### config.mk
export PLATFORM = sky130hd
export DESIGN_NAME = qmpat_div
export DESIGN_NICKNAME = d
export VERILOG_FILES = /design/src/hdl/qmpat_pkg.sv /design/src/hdl/qmpat_div.sv
export SDC_FILE = /design/constraint.sdc
export NUM_CORES = 1
export LEC_CHECK = 0
export BUFFER_PORTS_ARGS = -buffer_cell sky130_fd_sc_hd__buf_2
export CAP_MARGIN = 20
export CORE_MARGIN = 2
export CORE_UTILIZATION = 40
export CTS_BUF_LIST = sky130_fd_sc_hd__clkbuf_8
export DETAILED_ROUTE_END_ITERATION = 10
export SLEW_MARGIN = 20
export SYNTH_ARGS = -nofsm -noshare
export SYNTH_HDL_FRONTEND = slang
export SYNTH_SLANG_ARGS = --single-unit
### constraint.sdc
create_clock -name clock -period 11.65 [get_ports clock]
set_input_delay 2.9125 -clock clock [delete_from_list [all_inputs] [get_ports clock]]
set_output_delay 2.9125 -clock clock [all_outputs]
set_load 0.02 [all_outputs]
### src/hdl/qmpat_pkg.sv
package qmpat_pkg;

   // Table geometry.
   localparam int SLOTS = 48;
   localparam int Q     = 32;
   localparam int BASE  = (SLOTS > Q) ? (SLOTS - Q) : 1;
   localparam int AW    = $clog2(SLOTS);
   localparam int FI_W  = $clog2(SLOTS + 1);

   // Serial divider widths: a 50-bit scaled sum shifted by 16 over a 48-bit divisor.
   localparam int DIV_N  = 66;
   localparam int DIV_D  = 48;
   localparam int DIV_CW = $clog2(DIV_N + 1);

   localparam logic [47:0] M48 = 48'hFFFF_FFFF_FFFF;
   localparam logic [31:0] M32 = 32'hFFFF_FFFF;
   localparam logic [16:0] ONE = 17'h1_0000;

   // Result status codes.
   typedef logic [2:0] status_type;
   localparam status_type ST_UPDATED  = 3'd0;
   localparam status_type ST_DROPPED  = 3'd1;
   localparam status_type ST_INSERTED = 3'd2;
   localparam status_type ST_INS_SEL  = 3'd3;
   localparam status_type ST_READOUT  = 3'd4;

   // One table slot.
   typedef struct packed {
      logic [31:0] key;
      logic [47:0] adj;
      logic [31:0] wgt;
      logic [16:0] ratio;
      logic [15:0] draw;
      logic [47:0] prio;
   } entry_type;

   typedef struct packed {
      logic             start;
      logic [DIV_N-1:0] dividend;
      logic [DIV_D-1:0] divisor;
   } div_req_type;

   typedef struct packed {
      logic             done;
      logic [DIV_N-1:0] quotient;
   } div_rsp_type;

   // Low six bits of a slot index.
   function automatic logic [5:0] slot6(input logic [7:0] idx);
      return idx[5:0];
   endfunction

endpackage

### src/hdl/qmpat_div.sv
module qmpat_div
   import qmpat_pkg::*;
(
   input  logic        clock,
   input  logic        reset,
   input  div_req_type div_req,
   output div_rsp_type div_rsp
);

   logic [DIV_D-1:0]  rem_ff;
   logic [DIV_N-1:0]  quo_ff;
   logic [DIV_D-1:0]  dvs_ff;
   logic [DIV_CW-1:0] cnt_ff;
   logic              busy_ff;
   logic              done_ff;
   logic [DIV_D:0]    trial;
   logic [DIV_D:0]    diff;
   logic              ge;

   // One restoring step: shift in the next dividend bit and try the subtract.
   always_comb begin
      trial = {rem_ff, quo_ff[DIV_N-1]};
      diff  = trial - {1'b0, dvs_ff};
      ge    = (trial >= {1'b0, dvs_ff});
   end

   // One quotient bit per cycle, done pulses after the last bit.
   always_ff @(posedge clock) begin
      if (reset) begin
         busy_ff <= 1'b0;
         done_ff <= 1'b0;
      end else begin
         done_ff <= 1'b0;
         if (div_req.start) begin
            busy_ff <= 1'b1;
            cnt_ff  <= DIV_CW'(DIV_N);
            rem_ff  <= '0;
            quo_ff  <= div_req.dividend;
            dvs_ff  <= div_req.divisor;
         end else if (busy_ff) begin
            rem_ff <= ge ? diff[DIV_D-1:0] : trial[DIV_D-1:0];
            quo_ff <= {quo_ff[DIV_N-2:0], ge};
            cnt_ff <= cnt_ff - 1'b1;
            if (cnt_ff == DIV_CW'(1)) begin
               busy_ff <= 1'b0;
               done_ff <= 1'b1;
            end
         end
      end
   end

   assign div_rsp.done     = done_ff;
   assign div_rsp.quotient = quo_ff;

endmodule

==> results of run 1 <==
## registers in the layout, indices dropped and copies added (netlist names)
| name | flops |
|---|---|
| cnt_ff | 7 |
| done_ff | 1 |
| quo_ff | 66 |
| rem_ff | 48 |
| busy_ff | 1 |
| dvs_ff | 48 |
## synthesized netlist by cell type (all sizes together), types with 8 or more instances
cell | count | share of area [%]
a31oi | 9 | 0.63
buf | 21 | 1.3
o21bai | 8 | 0.61
o21a | 11 | 0.84
xor2 | 8 | 0.71
xnor2 | 27 | 2.4
ha | 50 | 6.3
edfxtp | 169 | 51
nor3 | 18 | 0.91
o21ai | 32 | 1.7
clkbuf | 20 | 0.79
a21oi | 79 | 4.1
mux2 | 65 | 7.4
nor2 | 59 | 2.2
inv | 64 | 2.4
nand4 | 15 | 0.95
a211oi | 18 | 1.9
nand2 | 88 | 3.3
and3 | 9 | 0.57
nand3 | 21 | 1.1
a21o | 19 | 1.4
## per-stage QoR
stage / hold slack (ps) / worst slack, ps / cells / utilization (%) / instance area [um^2]
after floorplan: 466 / 2110 / 889 / - / 9880
after global placement: 473 / 6200 / 1361 / 45.5 / 11100
after detailed placement: 477 / 6160 / 1361 / 45.5 / 11100
after CTS: 504 / 6700 / 1393 / 47.2 / 11500
after global routing: 523 / 6720 / 1394 / 47.3 / 11500
final: 504 / 6860 / 1396 / 47.3 / 11500
## final cells by class
type	count	area share, %
Sequential cell	171	44.4
Multi-Input combinational cell	613	37.8
Timing Repair Buffer	190	8.64
Inverter	64	2.09
Antenna cell	2	0.0435
Tap cell	324	3.52
Clock buffer	17	2.03
Clock inverter	15	1.48
## how the worst max path moves through the flow
stage | from | slack [ps] | to
3_5_place_dp | div_req[114] | 6160 | quo_ff[49]$_DFFE_PP_
5_1_grt | div_req[114] | 6720 | rem_ff[32]$_SDFFCE_PP0P_
4_1_cts | div_req[114] | 6700 | rem_ff[31]$_SDFFCE_PP0P_
6_report | div_req[114] | 6860 | rem_ff[32]$_SDFFCE_PP0P_
3_3_place_gp | div_req[114] | 6200 | quo_ff[49]$_DFFE_PP_
2_1_floorplan | div_req[114] | 2110 | cnt_ff[0]$_SDFFCE_PP0P_
## metal layers
layer / track usage, % / share of wire [%] / vias to the layer above
met1: 24.0 / 45 / 3560
met5: 0 / 0.054 / -
met2: 31.5 / 47 / 226
li1: - / - / 3630
met3: 6.16 / 7.3 / 20
met4: 4.18 / 0.98 / 2
## worst reg2reg max path: stages, from the launching register on
cell and delay, ps:
sky130_fd_sc_hd__edfxtp_1 430, sky130_fd_sc_hd__ha_1 420, sky130_fd_sc_hd__a21oi_1 230, sky130_fd_sc_hd__o21ai_1 110
sky130_fd_sc_hd__a221o_1 310, sky130_fd_sc_hd__a21oi_1 380, sky130_fd_sc_hd__a311oi_1 230, sky130_fd_sc_hd__a21oi_4 530
sky130_fd_sc_hd__buf_4 510, sky130_fd_sc_hd__and3b_1 250, sky130_fd_sc_hd__a21oi_1 110, sky130_fd_sc_hd__nor2_1 50
## power breakdown
part / switching (uW) / internal (uW)
Sequential: 24.4 / 741
Combinational: 267 / 180
Clock: 270 / 165
## kinds of logic (layout without fill, tap and decap cells)
| logic type | Yosys count | in the layout | synth area share, % |
|---|---|---|---|
| other | 0 | 2 | 0 |
| AOI/OAI and AO/OA | 210 | 210 | 14.2 |
| muxes | 67 | 67 | 7.61 |
| and+or+nand+nor | 250 | 250 | 12.2 |
| DFF | 171 | 171 | 51.8 |
| adders and majority gates | 51 | 51 | 6.53 |
| xor gates and xnor gates | 35 | 35 | 3.10 |
| buffers and inverters | 105 | 286 | 4.51 |
==> out/metrics.cfg, run 1 <==
[sta]
fin_worst_skew_ps=21.7
worstMarginPinSlew_ps=827
maxClockFrequency_ghz=0.209
maxSlewViolCount=0
setup-tns-final_ps=0
grt_setup_unrepaired=no
max-slew-margin-rel_pct=44.9
post-route-min-period_ps=4790
setup_viol_count_final=0
timing_hold_violations_final=0
min_period_over_period_pct=41.2

[place]
port_buffers=183
gp_congestion=0.820
dpl.hpwl_um=17000

[critical_path]
worst_setup_path_end_kind=flop
critical_path.max_fanout=64
startpoint_type=primary input
regToRegEndpoint=rem_ff[6]$_SDFFCE_PP0P_
worst_ep_arrival_time_ps=5030
timing_worst_setup_path_type=primary input to flop
timing.rr.start=rem_ff[27]$_SDFFCE_PP0P_
critical_path.cell_chain=buf_4 -> buf_4 -> buf_4 -> nor3b_1 -> and3_1 -> a311o_1
crit_top_cell=sky130_fd_sc_hd__buf_4
worst_path_max_delay_cell=sky130_fd_sc_hd__buf_4
critical-path-top-delay-family=buffers and inverters
worst_path_largest_cell_delay_ps=720
crit_required_ps=11880
ff2ff_setup_slack_ps=7840
r2r_cells=11
crit_cells=6
worst-path-buf-inv=3

[cells_and_area]
post_route_cells_drive_above_1_share_pct=29.0
commonest_non_fill_non_tap_cells_in_the_layout=sky130_fd_sc_hd__buf_2, sky130_fd_sc_hd__edfxtp_1, sky130_fd_sc_hd__nand2_1
final.fill_count=2286
layout.cells.most_common=sky130_fd_sc_hd__buf_2
areaGrowthSynthToFinish_pct=16.5
total_area_of_multi_input_combinational_cells_um2=4350
final_nets=1225
area.sequential_um2=5110

[clocking]
clk-insertion-delay-late_ps=480
max-clock-path-buffers=2
htreeDepth=4
cts_made_buffers=17
cts.clk_slew.worst_paths_ps=120
ctsHoldBuffers=0
cts_tree=built
cts_resized=0
tritoncts_num_sinks=171
clock-root-buffer=sky130_fd_sc_hd__clkbuf_8
cts_post_setup_buffers_inserted=0

[pwr]
vdd_ir_drop_max_uv=75.6
design_power_total_uw=1650
total_leakage_power_uw=0.00466
total_power_per_unit_cell_area_nw_per_um2=143

[route]
detailedRoute.firstIterationViolations=452
ant_nets_after_route=0
post_drt_wl_per_cell_um=17.2
totalWireLength_um=24100
vias_per_std_cell=5.33
via_count=7438
first_pass_iters=5
post-route-drc-count=0

[job]
cap_violations=0

[min_path]
hp-class=flop to flop
worst_hold_path.endpoint=done_ff$_SDFF_PP0_
hold_path.startpoint=busy_ff$_SDFF_PP0_
timing.hold.worst_path_depth=1

[global_routing]
gr-total-overflow=0
grt_max_degree=85
grt_antenna_before_repair=2
first_global_vias=7594
global_route.usage.total_pct=18.9
first_pass_grt_wire_length_um=39000

[synth]
synth.ff_latch_count=171
synthesis.yosys.warnings=0
synthesis.area_um2=9880
postSynth.asyncResetShare_pct=0
synthCells=889
synthDistinctLibCells=69
synth_nets=1057
syn_area_per_cell_um2=11.1
synth_enable_flop_cells=169
synth.yosys.seq_area_share_pct=51.8
synth_ff_type=sky130_fd_sc_hd__edfxtp_1

[floorplanning]
ios=184
start_util_pct=40.6
die_area_um2=26000
core-area_um2=24300
die-width_um=161
fp.dieH_um=161
rows=57

[outcome]
outcome=finished clean

Note: power is estimated with default switching activity, not from simulation.
==> run 2, diff against run 1 <==
Settings changed: ABC_AREA set to 1.
Clock period 11.65 ns to 4.6 ns, I/O delays scaled along.
==> run 2 against run 1 <==
  * Setup slack got worse by 5300 ps
  * Sequential cell count is the same
  * Combinational power increased to 3.0 times the previous value
==> out/metrics.cfg, run 2 <==
[outcome]
outcome=finished clean  ; unchanged

[clocking]
cts.clk_slew.worst_paths_ps=100  ; was 120 ps
cts_made_buffers=17  ; unchanged
ctsHoldBuffers=0  ; unchanged
clk-insertion-delay-late_ps=490  ; was 480 ps
tritoncts_num_sinks=171  ; unchanged
htreeDepth=4  ; unchanged
cts_post_setup_buffers_inserted=0  ; unchanged
cts_tree=built  ; unchanged
clock-root-buffer=sky130_fd_sc_hd__clkbuf_8  ; unchanged
max-clock-path-buffers=2  ; unchanged
cts_resized=0  ; unchanged

[synth]
synthesis.yosys.warnings=0  ; unchanged
synthesis.area_um2=11800  ; was 9880 um^2
synthDominantAreaCellType=sky130_fd_sc_hd__edfxtp_1  ; unchanged
synth_top_cells_by_area=sky130_fd_sc_hd__edfxtp_1, sky130_fd_sc_hd__nand2_1, sky130_fd_sc_hd__inv_1  ; was sky130_fd_sc_hd__edfxtp_1, sky130_fd_sc_hd__mux2_2, sky130_fd_sc_hd__ha_1
synthDistinctLibCells=35  ; was 69
synth_top_cell_area_share_pct=42.8  ; was 51.4%
syn_area_per_cell_um2=7.01  ; was 11.1 um^2
synth_nets=1858  ; was 1057
postSynth.asyncResetShare_pct=0  ; unchanged
synth.ff_latch_count=171  ; unchanged
synth_top_cells_by_count=sky130_fd_sc_hd__nand2_1, sky130_fd_sc_hd__inv_1, sky130_fd_sc_hd__edfxtp_1  ; was sky130_fd_sc_hd__edfxtp_1, sky130_fd_sc_hd__nand2_1, sky130_fd_sc_hd__a21oi_1
synthCells=1690  ; was 889
synth_enable_flop_cells=169  ; unchanged
synth.yosys.seq_area_share_pct=43.2  ; was 51.8%
synth_most_common_cell=sky130_fd_sc_hd__nand2_1  ; was sky130_fd_sc_hd__edfxtp_1
synth_ff_type=sky130_fd_sc_hd__edfxtp_1  ; unchanged

[critical_path]
worst_setup_path_end_kind=flop  ; unchanged
critical_path.max_fanout=36  ; was 64
timing.rr.start=rem_ff[18]$_SDFFCE_PP0P_  ; was rem_ff[27]$_SDFFCE_PP0P_
crit_top_cell=sky130_fd_sc_hd__nand2_1  ; was sky130_fd_sc_hd__buf_4
worst_ep_arrival_time_ps=3270  ; was 5030 ps
r2r_cells=16  ; was 11
worst_path_largest_cell_delay_ps=500  ; was 720 ps
regToRegEndpoint=rem_ff[41]$_SDFFCE_PP0P_  ; was rem_ff[6]$_SDFFCE_PP0P_
startpoint_type=flop  ; was primary input
timing_worst_setup_path_type=flop to flop  ; was primary input to flop
ff2ff_setup_slack_ps=1570  ; was 7840 ps
crit_required_ps=4840  ; was 11880 ps
critical_path.cell_chain=ha_1 -> nand2_1 -> inv_1 -> nand2_1 -> nand2_1 -> nand2_1 -> nand2_1 -> nand2_1 -> nand2_1 -> nand2_1 -> inv_2 -> nor2_4 -> buf_4 -> nand3_1 -> nand2_1 -> nor2_1  ; was buf_4 -> buf_4 -> buf_4 -> nor3b_1 -> and3_1 -> a311o_1
worst_path_max_delay_cell=sky130_fd_sc_hd__buf_4  ; unchanged

[global_routing]
global_route.usage.total_pct=21.8  ; was 18.9%
first_global_vias=10200  ; was 7594
grt_max_degree=74  ; was 85
grt_antenna_before_repair=1  ; was 2
first_pass_grt_wire_length_um=53000  ; was 39000 um
gr-total-overflow=0  ; unchanged

[cells_and_area]
layout.cells.most_common=sky130_fd_sc_hd__nand2_1  ; was sky130_fd_sc_hd__buf_2
largest_register_ff_count=66  ; unchanged
largest-register=quo_ff  ; unchanged
final.fill_count=3087  ; was 2286
areaGrowthSynthToFinish_pct=14.4  ; was 16.5%
antenna-diode-count=0  ; was 2
post_route_cells_drive_above_1_share_pct=14.8  ; was 29.0%
commonest_non_fill_non_tap_cells_in_the_layout=sky130_fd_sc_hd__nand2_1, sky130_fd_sc_hd__inv_1, sky130_fd_sc_hd__buf_2  ; was sky130_fd_sc_hd__buf_2, sky130_fd_sc_hd__edfxtp_1, sky130_fd_sc_hd__nand2_1
largest_registers=quo_ff (66), dvs_ff (48), rem_ff (48)  ; unchanged
post_layout_nonfiller_instances=2263  ; was 1396
area.sequential_um2=5110  ; unchanged
total_area_of_multi_input_combinational_cells_um2=5260  ; was 4350 um^2
final_nets=2035  ; was 1225

[sta]
worst_hold_slack_ps=553  ; was 504 ps
setup_viol_count_final=0  ; unchanged
grt_setup_unrepaired=no  ; unchanged
timing_hold_violations_final=0  ; unchanged
setup-tns-final_ps=0  ; unchanged
worstMarginPinSlew_ps=986  ; was 827 ps
fin_worst_skew_ps=21.4  ; was 21.7 ps
max-slew-margin-rel_pct=34.3  ; was 44.9%
maxSlewViolCount=0  ; unchanged
min_period_over_period_pct=65.9
maxClockFrequency_ghz=0.330
post-route-min-period_ps=3030

[job]
cap_violations=0  ; unchanged

[pwr]
total_power_per_unit_cell_area_nw_per_um2=321  ; was 143 nW/um^2
vdd_ir_drop_max_uv=200  ; was 75.6 uV
total_leakage_power_uw=0.00736  ; was 0.00466 uW
design_power_total_uw=4350  ; was 1650 uW

[route]
post-route-drc-count=0  ; unchanged
post_drt_wl_per_cell_um=14.5  ; was 17.2 um
via_count=10400  ; was 7438
first_pass_iters=5  ; unchanged
totalWireLength_um=32700  ; was 24100 um
vias_per_std_cell=4.59  ; was 5.33
detailedRoute.firstIterationViolations=743  ; was 452
ant_nets_after_route=0  ; unchanged

[min_path]
timing.hold.worst_path_depth=2  ; was 1
hold_path.startpoint=quo_ff[59]$_DFFE_PP_  ; was busy_ff$_SDFF_PP0_
hp-class=flop to flop  ; unchanged
worst_hold_path.endpoint=quo_ff[60]$_DFFE_PP_  ; was done_ff$_SDFF_PP0_

[place]
port_buffers=183  ; unchanged
gp_congestion=0.957  ; was 0.820
number_of_placed_instances_taps_included=2231  ; was 1361
dpl.hpwl_um=25400  ; was 17000 um

[floorplanning]
die-width_um=176  ; was 161 um
ios=184  ; unchanged
fp.dieH_um=176  ; was 161 um
core-area_um2=28900  ; was 24300 um^2
start_util_pct=40.9  ; was 40.6%
die_area_um2=31000  ; was 26000 um^2
rows=62  ; was 57

run 2: routing by layer:
metal | track usage, % | part of all wire [%] | vias to the layer above
li1 | - | - | 5475
met1 | 28.5 | 46 | 4593
met2 | 35.9 | 46 | 292
met3 | 5.68 | 6.6 | 25
met4 | 5.61 | 1.6 | 2
met5 | 0 | 0.037 | -
run 2: kinds of logic after synthesis:
logic type	synth area share [%]
AND/OR/NAND/NOR	35.1
AO/OA/AOI/OAI	1.86
buffers and inverters	12.6
flip-flops	43.2
adder cells (fa/ha/maj)	5.45
XOR/XNOR	1.77
run 2: report_power, final:
part	internal, uW	switching (uW)
clock	438	626
combinational	444	905
sequential	1870	60.7
total	2750	1590
run 2: metrics by stage:
stage / util [%] / cell area [um^2] / worst slack [ps]
after detailed placement: 45.5 / 13200 / 1370
after CTS: 46.7 / 13500 / 1330
after global routing: 46.8 / 13500 / 1320
after global placement: 45.5 / 13200 / 1460
final: 46.8 / 13500 / 1570
after floorplan: - / 11900 / 680
run 2: final cells by class:
cell class                      count  area share (%)
Clock inverter                     14            1.03
Timing Repair Buffer              193            7.41
Sequential cell                   171            37.8
Inverter                          350            9.71
Multi-Input combinational cell   1134            38.8
Tap cell                          384            3.55
Clock buffer                       17            1.73
run 2: worst max path at each step:
stage                              from                       end  slack [ps]  cells past startpoint
6_report       rem_ff[18]$_SDFFCE_PP0P_  rem_ff[41]$_SDFFCE_PP0P_        1570                     16
4_1_cts         rem_ff[6]$_SDFFCE_PP0P_  rem_ff[45]$_SDFFCE_PP0P_        1330                     14
3_5_place_dp    rem_ff[6]$_SDFFCE_PP0P_  rem_ff[45]$_SDFFCE_PP0P_        1370                     14
2_1_floorplan              div_req[114]   cnt_ff[0]$_SDFFCE_PP0P_         680                      3
3_3_place_gp    rem_ff[6]$_SDFFCE_PP0P_  rem_ff[38]$_SDFFCE_PP0P_        1460                     14
5_1_grt        rem_ff[23]$_SDFFCE_PP0P_  rem_ff[34]$_SDFFCE_PP0P_        1320                     16
run 2: critical path, delay by kind of cell, from the launching register on:
family,cells,cell delay [ps]
simple gates,12,1350
buf+inv,3,600
flops,1,420
fa+ha+maj,1,370
